<file path="src/rtl/edmcdi_pkg.sv">
// Shared types and constants of the edge-directed motion-compensated deinterlacer.
package edmcdi_pkg;

    localparam int PIX_W = 8;
    localparam int CFG_W = 13;
    localparam int POS_W = 12;

    localparam logic [CFG_W-1:0] MAX_WIDTH  = 13'd4096;
    localparam logic [CFG_W-1:0] MAX_HEIGHT = 13'd4096;

    localparam logic [CFG_W-1:0] LINE_WIDTH_RESET   = 13'd720;
    localparam logic [CFG_W-1:0] FRAME_HEIGHT_RESET = 13'd480;

    // Configuration register indexes.
    localparam logic REG_LINE_WIDTH   = 1'b0;
    localparam logic REG_FRAME_HEIGHT = 1'b1;

    typedef struct packed {
        logic [55:0]      src_above;
        logic [55:0]      src_below;
        logic [39:0]      ref_above;
        logic [39:0]      ref_below;
        logic [PIX_W-1:0] ref_centre;
        logic [POS_W-1:0] column;
        logic [POS_W-1:0] row;
    } item_t;

    typedef struct packed {
        logic [PIX_W-1:0] pixel_out;
        logic             was_interpolated;
    } result_t;

    typedef struct packed {
        logic [CFG_W-1:0] line_width;
        logic [CFG_W-1:0] frame_height;
    } cfg_t;

    // Reference-minus-source differences along the winning direction.
    typedef struct packed {
        logic signed [8:0] d0;
        logic signed [8:0] d1;
    } diff_pair_t;

endpackage

</file>
<file path="src/rtl/edmcdi_cfg_regs.sv">
// Configuration registers: line width and frame height with saturation on write.
module edmcdi_cfg_regs (
    input  logic                       clk,
    input  logic                       rst_n,
    input  logic                       cfg_we,
    input  logic                       cfg_index,
    input  logic [edmcdi_pkg::CFG_W-1:0] cfg_data,
    output edmcdi_pkg::cfg_t           cfg
);

    logic [edmcdi_pkg::CFG_W-1:0] line_width_reg;
    logic [edmcdi_pkg::CFG_W-1:0] line_width_next;
    logic [edmcdi_pkg::CFG_W-1:0] frame_height_reg;
    logic [edmcdi_pkg::CFG_W-1:0] frame_height_next;

    always_comb
    begin
        line_width_next   = line_width_reg;
        frame_height_next = frame_height_reg;
        if (cfg_we)
        begin
            case (cfg_index)
                edmcdi_pkg::REG_LINE_WIDTH:
                begin
                    line_width_next = (cfg_data > edmcdi_pkg::MAX_WIDTH) ?
                                      edmcdi_pkg::MAX_WIDTH : cfg_data;
                end
                edmcdi_pkg::REG_FRAME_HEIGHT:
                begin
                    frame_height_next = (cfg_data > edmcdi_pkg::MAX_HEIGHT) ?
                                        edmcdi_pkg::MAX_HEIGHT : cfg_data;
                end
                default:
                begin
                    line_width_next   = line_width_reg;
                    frame_height_next = frame_height_reg;
                end
            endcase
        end
    end

    always_ff @(posedge clk or negedge rst_n)
    begin
        if (!rst_n)
        begin
            line_width_reg   <= edmcdi_pkg::LINE_WIDTH_RESET;
            frame_height_reg <= edmcdi_pkg::FRAME_HEIGHT_RESET;
        end
        else
        begin
            line_width_reg   <= line_width_next;
            frame_height_reg <= frame_height_next;
        end
    end

    assign cfg.line_width   = line_width_reg;
    assign cfg.frame_height = frame_height_reg;

    // Saturation on write keeps both registers within the supported frame size.
    a_cfg_saturated: assert property (@(posedge clk) disable iff (!rst_n)
        line_width_reg <= edmcdi_pkg::MAX_WIDTH && frame_height_reg <= edmcdi_pkg::MAX_HEIGHT)
        else $error("configuration register above its maximum");

endmodule

</file>
<file path="src/rtl/edmcdi_border.sv">
// Border test: decides whether the output position is interpolated or passed through.
module edmcdi_border (
    input  logic [edmcdi_pkg::POS_W-1:0] column,
    input  logic [edmcdi_pkg::POS_W-1:0] row,
    input  edmcdi_pkg::cfg_t             cfg,
    output logic                         interp
);

    logic        above_ok;
    logic        rows_left;
    logic [12:0] rows_below;
    logic [24:0] span;
    logic [12:0] col_plus1;
    logic        below_ok;

    // The first pixel before the position must lie inside the frame. On row zero
    // that needs the column beyond the whole line; column zero of row one fails.
    always_comb
    begin
        above_ok = ((row != '0) &&
                    !((column == '0) && ((row == 12'd1) || (cfg.line_width == '0)))) ||
                   ((row == '0) && ({1'b0, column} > cfg.line_width));
    end

    // The pixel after the position must lie before the end of the plane, which
    // reduces to column + 1 < width * (height - row - 1).
    assign rows_left  = {1'b0, cfg.frame_height} > ({2'b00, row} + 14'd1);
    assign rows_below = cfg.frame_height - {1'b0, row} - 13'd1;
    assign span       = {12'b0, cfg.line_width} * {13'b0, rows_below[11:0]};
    assign col_plus1  = {1'b0, column} + 13'd1;
    assign below_ok   = rows_left && ({12'b0, col_plus1} < span);

    assign interp = above_ok && below_ok;

endmodule

</file>
<file path="src/rtl/edmcdi_dir_search.sv">
// Edge direction search: scores five directions and picks the reference differences.
module edmcdi_dir_search (
    input  logic [55:0]                  src_above,
    input  logic [55:0]                  src_below,
    input  logic [39:0]                  ref_above,
    input  logic [39:0]                  ref_below,
    input  logic [edmcdi_pkg::POS_W-1:0] column,
    input  logic [edmcdi_pkg::CFG_W-1:0] line_width,
    output edmcdi_pkg::diff_pair_t       diffs
);

    function automatic logic [7:0] pix(input logic [55:0] word, input int idx);
        return word[idx*8 +: 8];
    endfunction

    function automatic logic [7:0] absdiff(input logic [7:0] p, input logic [7:0] q);
        return (p > q) ? (p - q) : (q - p);
    endfunction

    // Sum of absolute differences along direction j: above columns shift by +j,
    // below columns by -j.
    function automatic logic [9:0] dir_sad(input logic [55:0] a, input logic [55:0] b,
                                           input int j);
        logic [9:0] acc;
        acc = '0;
        for (int k = -1; k <= 1; k++)
        begin
            acc = acc + {2'b00, absdiff(pix(a, 3 + k + j), pix(b, 3 + k - j))};
        end
        return acc;
    endfunction

    function automatic logic signed [8:0] diff(input logic [7:0] r, input logic [7:0] s);
        return $signed({1'b0, r}) - $signed({1'b0, s});
    endfunction

    function automatic logic signed [10:0] score(input logic [9:0] sad);
        return $signed({1'b0, sad});
    endfunction

    logic [55:0] ra_w;
    logic [55:0] rb_w;
    logic [9:0]  sad_z;
    logic [9:0]  sad_m1;
    logic [9:0]  sad_m2;
    logic [9:0]  sad_p1;
    logic [9:0]  sad_p2;
    logic        near_ok;
    logic        far_ok;
    logic signed [10:0] best;

    assign ra_w = {16'b0, ref_above};
    assign rb_w = {16'b0, ref_below};

    assign sad_z  = dir_sad(src_above, src_below, 0);
    assign sad_m1 = dir_sad(src_above, src_below, -1);
    assign sad_m2 = dir_sad(src_above, src_below, -2);
    assign sad_p1 = dir_sad(src_above, src_below, 1);
    assign sad_p2 = dir_sad(src_above, src_below, 2);

    // Column gates: 2 <= x <= w-3 for the near directions, 3 <= x <= w-4 for the far.
    assign near_ok = (column >= 12'd2) && (({1'b0, column} + 13'd3) <= line_width);
    assign far_ok  = (column >= 12'd3) && (({1'b0, column} + 13'd4) <= line_width);

    always_comb
    begin
        best     = score(sad_z) - 11'sd1;
        diffs.d0 = diff(pix(ra_w, 2), pix(src_above, 3));
        diffs.d1 = diff(pix(rb_w, 2), pix(src_below, 3));

        if (near_ok && (score(sad_m1) < best))
        begin
            best     = score(sad_m1);
            diffs.d0 = diff(pix(ra_w, 1), pix(src_above, 2));
            diffs.d1 = diff(pix(rb_w, 3), pix(src_below, 4));
            if (far_ok && (score(sad_m2) < best))
            begin
                best     = score(sad_m2);
                diffs.d0 = diff(pix(ra_w, 0), pix(src_above, 1));
                diffs.d1 = diff(pix(rb_w, 4), pix(src_below, 5));
            end
        end

        if (near_ok && (score(sad_p1) < best))
        begin
            best     = score(sad_p1);
            diffs.d0 = diff(pix(ra_w, 3), pix(src_above, 4));
            diffs.d1 = diff(pix(rb_w, 1), pix(src_below, 2));
            if (far_ok && (score(sad_p2) < best))
            begin
                diffs.d0 = diff(pix(ra_w, 4), pix(src_above, 5));
                diffs.d1 = diff(pix(rb_w, 0), pix(src_below, 1));
            end
        end
    end

endmodule

</file>
<file path="src/rtl/edge_directed_mc_deinterlace_pixel.sv">
// Top level of the edge-directed motion-compensated deinterlacer pixel engine.
//
// One transaction carries the source and reference windows for one output pixel
// and produces exactly one result, in this order: the
// transaction is captured in an input register, the direction search, border
// test and correction run in one combinational pass, and the result register
// drives result with done high for a single cycle. A new transaction is accepted
// in every clock cycle, so busy is always low and the block sustains one pixel
// per clock; the critical path is the 13x12-bit border multiply in parallel with
// the direction compare chain. The receiver cannot stall, so results must be
// taken in the cycle that done is high. Configuration writes take effect at the
// next clock edge and must only be issued while no transaction is in flight.
module edge_directed_mc_deinterlace_pixel (
    input  logic                         clk,
    input  logic                         rst_n,
    input  logic                         start,
    output logic                         busy,
    input  edmcdi_pkg::item_t            item,
    output logic                         done,
    output edmcdi_pkg::result_t          result,
    input  logic                         cfg_we,
    input  logic                         cfg_index,
    input  logic [edmcdi_pkg::CFG_W-1:0] cfg_data
);

    edmcdi_pkg::cfg_t       cfg;
    edmcdi_pkg::item_t      item_reg;
    logic                   valid_reg;
    edmcdi_pkg::result_t    result_reg;
    edmcdi_pkg::result_t    result_next;
    logic                   done_reg;
    edmcdi_pkg::diff_pair_t diffs;
    logic                   interp;

    logic signed [9:0]  sum_d;
    logic [8:0]         raw0;
    logic [8:0]         raw1;
    logic [7:0]         mag0;
    logic [7:0]         mag1;
    logic [7:0]         gap;
    logic signed [10:0] blend;
    logic signed [10:0] blend_adj;
    logic signed [10:0] half_blend;
    logic signed [11:0] corrected;
    logic [7:0]         clamped;

    // The pipeline never stalls, so transactions are always accepted.
    assign busy = 1'b0;

    edmcdi_cfg_regs u_cfg (
        .clk       (clk),
        .rst_n     (rst_n),
        .cfg_we    (cfg_we),
        .cfg_index (cfg_index),
        .cfg_data  (cfg_data),
        .cfg       (cfg)
    );

    // Input register stage.
    always_ff @(posedge clk or negedge rst_n)
    begin
        if (!rst_n)
        begin
            valid_reg <= 1'b0;
        end
        else
        begin
            valid_reg <= start && !busy;
        end
    end

    always_ff @(posedge clk)
    begin
        item_reg <= item;
    end

    edmcdi_dir_search u_dir (
        .src_above  (item_reg.src_above),
        .src_below  (item_reg.src_below),
        .ref_above  (item_reg.ref_above),
        .ref_below  (item_reg.ref_below),
        .column     (item_reg.column),
        .line_width (cfg.line_width),
        .diffs      (diffs)
    );

    edmcdi_border u_border (
        .column (item_reg.column),
        .row    (item_reg.row),
        .cfg    (cfg),
        .interp (interp)
    );

    // Correction: the reference centre is moved by half of the blended sum of
    // the two differences, where the blend pulls the sum toward zero by half the
    // gap between their magnitudes. Both halvings truncate toward zero.
    always_comb
    begin
        sum_d = $signed({diffs.d0[8], diffs.d0}) + $signed({diffs.d1[8], diffs.d1});
        raw0  = diffs.d0[8] ? (~diffs.d0 + 9'd1) : diffs.d0;
        raw1  = diffs.d1[8] ? (~diffs.d1 + 9'd1) : diffs.d1;
        mag0  = raw0[7:0];
        mag1  = raw1[7:0];
        gap   = (mag0 >= mag1) ? (mag0 - mag1) : (mag1 - mag0);
        if (sum_d > 10'sd0)
        begin
            blend = $signed({sum_d[9], sum_d}) - $signed({4'b0000, gap[7:1]});
        end
        else
        begin
            blend = $signed({sum_d[9], sum_d}) + $signed({4'b0000, gap[7:1]});
        end
        blend_adj  = blend + $signed({10'b0, blend[10]});
        half_blend = blend_adj >>> 1;
        corrected  = $signed({4'b0000, item_reg.ref_centre}) -
                     $signed({half_blend[10], half_blend});
        if (corrected[11])
        begin
            clamped = 8'd0;
        end
        else if (corrected > 12'sd255)
        begin
            clamped = 8'd255;
        end
        else
        begin
            clamped = corrected[7:0];
        end

        // Border positions pass the reference centre through untouched.
        result_next.pixel_out        = interp ? clamped : item_reg.ref_centre;
        result_next.was_interpolated = interp;
    end

    // Result register stage.
    always_ff @(posedge clk or negedge rst_n)
    begin
        if (!rst_n)
        begin
            done_reg <= 1'b0;
        end
        else
        begin
            done_reg <= valid_reg;
        end
    end

    always_ff @(posedge clk)
    begin
        result_reg <= result_next;
    end

    assign done   = done_reg;
    assign result = result_reg;

    // Every result strobe traces back to an accepted transaction, through the input and result registers.
    a_done_from_start: assert property (@(posedge clk) disable iff (!rst_n)
        done |-> $past(start && !busy, 2))
        else $error("result strobe without an accepted transaction");

    // A passthrough result carries the reference centre of its transaction.
    a_passthrough_centre: assert property (@(posedge clk) disable iff (!rst_n)
        (done && !result.was_interpolated) |-> (result.pixel_out == $past(item.ref_centre, 2)))
        else $error("passthrough pixel differs from reference centre");

    // Column zero of row one always fails the border test, whatever the plane size.
    a_row_one_column_zero_border: assert property (@(posedge clk) disable iff (!rst_n)
        (done && result.was_interpolated) |->
            !(($past(item.column, 2) == '0) && ($past(item.row, 2) == 12'd1)))
        else $error("column zero of row one was interpolated");

endmodule

</file>
<file path="config.mk">
export PLATFORM = sky130hd
export DESIGN_NAME = edge_directed_mc_deinterlace_pixel
export DESIGN_NICKNAME = d
export VERILOG_FILES = /design/src/rtl/edmcdi_pkg.sv /design/src/rtl/edmcdi_cfg_regs.sv /design/src/rtl/edmcdi_border.sv /design/src/rtl/edmcdi_dir_search.sv /design/src/rtl/edge_directed_mc_deinterlace_pixel.sv
export SDC_FILE = /design/constraint.sdc
export NUM_CORES = 2
export LEC_CHECK = 0
export ABC_AREA = 1
export BUFFER_PORTS_ARGS = -buffer_cell sky130_fd_sc_hd__buf_4
export CAP_MARGIN = 20
export CORE_MARGIN = 10
export CORE_UTILIZATION = 55
export CTS_BUF_LIST = sky130_fd_sc_hd__clkbuf_4 sky130_fd_sc_hd__clkbuf_8
export DETAILED_ROUTE_END_ITERATION = 10
export HOLD_SLACK_MARGIN = 0.08
export PLACE_DENSITY = 0.73
export SETUP_SLACK_MARGIN = 0.4
export SLEW_MARGIN = 20
export SYNTH_ARGS = -nofsm -noshare
export SYNTH_HDL_FRONTEND = slang
export SYNTH_SLANG_ARGS = --single-unit
</file>
<file path="constraint.sdc">
create_clock -name clk -period 24.5 [get_ports clk]
set_input_delay 1.225 -clock clk [delete_from_list [all_inputs] [get_ports clk]]
set_output_delay 1.225 -clock clk [all_outputs]
set_load 0.01 [all_outputs]
</file>
Yosys cells after proc, flatten, opt, wreduce, memory -nomap -nowiden

Cells that the tools add are included.
Widths: inputs -> output; s select.

Logic and storage cells: 163
Input bits: 242
Bits in registers: 261

Bitwise logic cells: 3
$lt $le $gt $ge: 30
Muxes and demuxes: 29
Reductions and logical operators: 20
Equal/unequal tests: 1
Multipliers: 1
Add/sub/neg operators: 66

Operators by type and width:

| operator              | number |
|---|---|
| $sub 8x8->8           | 32 |
| $mux 8                | 21 |
| $gt 8x8->1            | 15 |
| $sub 8x8->9           | 10 |
| $mux 18               | 4 |
| $add 10x8->10         | 5 |
| $add 8x8->9           | 5 |
| $add 12x1->13 const B | 2 |
| $le 13x13->1          | 2 |
| $lt 13x25->1          | 1 |
| $mul 13x12->25        | 1 |
| $ge 12x2->1 const B   | 2 |
| $logic_not 12->1      | 2 |
| $lt 11x11->1          | 2 |
| $mux 11               | 2 |
| $lt 10x10->1          | 2 |
| $add 8x1->8 const B   | 2 |
| $not 8->8             | 2 |
| $add 12x2->13 const B | 1 |
| $add 12x3->13 const B | 1 |
| $gt 12x13->1          | 1 |
| $gt 13x13->1          | 1 |
| $gt 13x13->1 const B  | 1 |
| $logic_not 13->1      | 1 |
| other kinds (20)      | 32 |

Logic depth before layout (Yosys ltp)

Word-level depth: 24
Depth in mapped cells: 117

Modules after synthesis

From an unflattened synthesis, not the netlist that was laid out.

Cells, all modules: 4,536
Area total of the unflattened synthesis: 33,528.4 µm²

By module, submodules not included:

| module                             | cells each | instances | area an instance (µm²) |
|---|---|---|---|
| edmcdi_dir_search                  | 2,550      | 1         | 17,096.4 |
| edge_directed_mc_deinterlace_pixel | 787        | 1         | 7,885.1 |
| edmcdi_border                      | 1,074      | 1         | 7,452.1 |
| edmcdi_cfg_regs                    | 125        | 1         | 1,094.8 |

Worst setup path before layout

OpenSTA, ideal clock, no wires.

Kind: register to register
Start: register item_reg[137] in the netlist's numbering
End: register result_reg (netlist bit result[1])
Buffers on the path: 7
Period minus slack after synthesis: 14.747 ns
Arrival: 14.634 ns
Slack: 9.753 ns
Cell stages (with the launch flop): 109
Path through: dfxtp_1 -> inv_1 -> fa_1 -> inv_1 -> o21ai_0 -> a31oi_1 -> o21ai_0 -> nand2_1 -> clkbuf_1 -> nand2_1 -> o21ai_0 -> xnor2_1 -> inv_1 -> ha_1 -> a21oi_1 -> nand2_1 -> a21oi_1 -> o21bai_1 -> (+73 left out) -> inv_1 -> ha_1 -> xnor2_1 -> ha_1 -> nand3_1 -> nand2_1 -> a21oi_1 -> nor2_1 -> nor2_1 -> nor2_1 -> o21ai_0 -> nand2_1 -> a21oi_1 -> nand3_1 -> nand3_2 -> nand3_1 -> nand2_1 -> nand2_1

RTL lines:

| item                   | line                                      | RTL |
|---|---|---|
| from (decl)            | edge_directed_mc_deinterlace_pixel.sv:27  | `edmcdi_pkg::item_t item_reg;` |
| from (signal assigned) | edge_directed_mc_deinterlace_pixel.sv:74  | `item_reg <= item;` |
| to (signal assigned)   | edge_directed_mc_deinterlace_pixel.sv:150 | `result_reg <= result_next;` |
| to (decl)              | edge_directed_mc_deinterlace_pixel.sv:29  | `edmcdi_pkg::result_t result_reg;` |

==> metrics.md <==
| Metric | Value |
|---|---|
| Status | finished, final reports clean |
| Final period util | 0.7244 |
| Most common cell in the netlist | inv_1 |
| Yosys reg bits | 261 |
| Combinational family with the most area after synthesis | adder cells |
| Crit end category | flop |
| Starting Density | 0.5584 |
| Synth Flop Type | dfxtp_1 |
| # DRC | 0 |
| Die Ht | 262.7 um |
| Actual slew at the worst max-slew pin | a little over 0.9 ns |
| Total Nets Final | 5,564 |
| Ratio of cells with drive above 1 in the final layout | 0.08924 |
| Slew HR | 0.3796 |
| Adder-Cell Fraction of Synth Area | 0.3379 |
| GR Util All Layers | 0.2874 |
| Ys async rst share | 0.1073 |
| Syn-to-layout area delta | 11.49% |
| # H-tree levels | 2 |
| Delay-heaviest family, CP | simple AND/OR/NAND/NOR gates |
| Mux share of post-synthesis cell area | 0.009576 |
| Vias in the first global route | 29,060 |
| Inserted Clock Buffers | 45 |
| Syn Nets | 5,324 |
| Skew final | 0.04536 ns |
| Vias | 29,300 |
| Final setup fails | 0 |
| Final HPWL DP | 87,380 um |
| Initial antenna violation count | 3 |
| Critical-path top delay cell | inv_1 |
| Seq/Total Area, Yosys | 0.1659 |
| DRT iter0 DRCs | 2,132 |
| Compound-gate portion of the synthesized area | 0.1339 |
| Critical path data required time | roughly 25 ns |
| Area of the mapped netlist | between 0.03 and 0.04 sq mm |
| R2r endpoint | result[3] |
| Ranking of synthesized cells by area | ha_1 24%, dfxtp_1 14%, fa_1 10% |
| Post-layout minimum cycle time | around 18 ns |
| Yosys top cell area share | 0.2359 |
| Die area | 0.06902 sq mm |
| Reg-to-reg setup timing slack | approximately 6.8 ns |
| Avg WL per Cell | 19.11 um |
| GR Overflow Total | 0 |
| Final Wtd Congestion | between 0.9 and 1 |
| Hold Slack | 0.3471 ns |
| Unrepaired setup endpoints after global routing | false |
| Deepest clock path buffer count | 3 |
| Crit. Startpoint | item_reg[192] |
| Clock slew at reported path FFs | 0.07 ns |
| IO Count | between 200 and 300 |
| PortBufs | 251 |
| CP Data Arrival Time | 18.26 ns |
| Max-cap violations | 0 |
| Peak Freq | 0.05634 GHz |
| CTS tree | yes |
| DP Area | 0.03503 sq mm |
| Commonest cells post-synth | 830 x inv_1, 785 x nand2_1, 611 x ha_1 |
| Avg Synthesized Cell Area | 7.525 sq um |
| Cells after Synth | roughly 4,300 |
| Clk Latency, worst-skew pair | 0.66 ns |
| Row Count | 88 |
| Post-synth cell types | 62 |
| Crit path launch type | flop |
| First-pass GRT wire length | 158,100 um |
| Cell taking the most area after synthesis | ha_1 |
| Final Hold Viols | 0 |
| Final setup TNS | 0 ns |
| Critical Path Most Common Cell | nand2_1 |
| CP peak stage delay | 0.91 ns |
| Post-synthesis simple-gate area fraction | 0.1655 |
| Buffer and inverter count on the worst path | 15 |
| Max reg flops | 224 |
| Worst setup path endpoint | result[3] |
| First-pass iteration count of the detailed router | 7 |
| Worst min path class | reg -> reg |
| CP Depth | a little over 100 |
| Largest net degree at the start of global routing | 34 |
| Sink Count | 261 |
| Design area | about 0.036 sq mm |
| Worst r2r src | item_reg[192] |
| Final WL | 102,200 um |
| Die width | 262.7 um |
| Via-to-Cell Ratio | 5.478 |
| Routed Antenna Nets | 0 |
| Synthesis Warnings | 0 |
| Reg2Reg Depth | 102 |
| Post-synthesis xor/xnor area fraction | 0.08248 |
| Post-CTS Resized | 0 |
| Slew Limit Fails | 0 |
| Postcts setup bufs | 0 |
| Max Fanout on Critical Path | 33 |
| Hold buffers post-CTS | 0 |
| Root buffer cell | clkbuf_8 |
| Core region area | 0.05803 sq mm |
| CP Class | reg -> reg |
| Post-synth EDFFs | 0 |
[worst reg2reg max path, delay by kind of cell, from the launching register on]
kind,cells,cell delay [ns]
AO/OA/AOI/OAI,23,4.55
flip-flops,1,0.62
buffers and inverters,15,2.67
adder cells (fa/ha/maj),11,3.16
XOR/XNOR,6,1.33
AND/OR/NAND/NOR,47,5.28
[layer usage]
metal / GRT usage / wire length, um / vias up / share of wire
met5: 0 / 13 / - / 0.00013
met2: 0.4937 / 48610 / 1058 / 0.48
li1: - / - / 14400 / -
met1: 0.3418 / 41070 / 13580 / 0.40
met3: 0.04726 / 7260 / 268 / 0.071
met4: 0.1429 / 5288 / 2 / 0.052
[cell usage in the layout, fill, tap and decap left out, types with 93 or more instances in the layout]
cell / n
nor2_1: 198
nand3_1: 156
ha_1: 611
xor2_1: 209
xnor2_1: 93
a21oi_1: 354
nand2_1: 785
inv_1: 830
dfxtp_1: 233
fa_1: 165
buf_4: 252
o21ai_0: 219
[worst min-delay path by stage]
stage | start | end | slack [ns] | cells after the start
floorplan | valid_reg | done | 0.33 | 0
global placement | valid_reg | done | 0.33 | 0
detailed placement | valid_reg | done | 0.33 | 0
CTS | valid_reg | done | 0.35 | 0
global route | valid_reg | done | 0.37 | 0
finish | valid_reg | done | 0.35 | 0
[area by class of cell]
class / count / area [sq um]
antenna: 1 / 2.502
clock buffer: 67 / 865.8
clock inverter: 17 / 230.2
fill: 5390 / 21900
inverter: 844 / 3168
multi-input combinational: 3142 / 23640
sequential: 261 / 5375
tap: 765 / 957.2
timing repair buffer: 252 / 1892
[per-stage QoR]
stage | util | setup slack, ns | std cells
4_1_cts | 0.6225 | 6.907 | 5348
2_1_floorplan | - | 9.753 | 4306
6_report | 0.6226 | 6.751 | 5349
3_3_place_gp | 0.6037 | 7.370 | 5264
5_1_grt | 0.6226 | 4.752 | 5349
3_5_place_dp | 0.6037 | 6.984 | 5264
[kinds of logic after synthesis]
logic type / after synthesis
other cells: 1
buf+inv: 903
fa+ha+maj: 776
simple gates: 1269
compound gates: 762
xor+xnor: 303
mux: 31
flops: 261
Power is not shown: default switching activity piles up to over one toggle a cycle in this logic, so the estimate is an artifact.
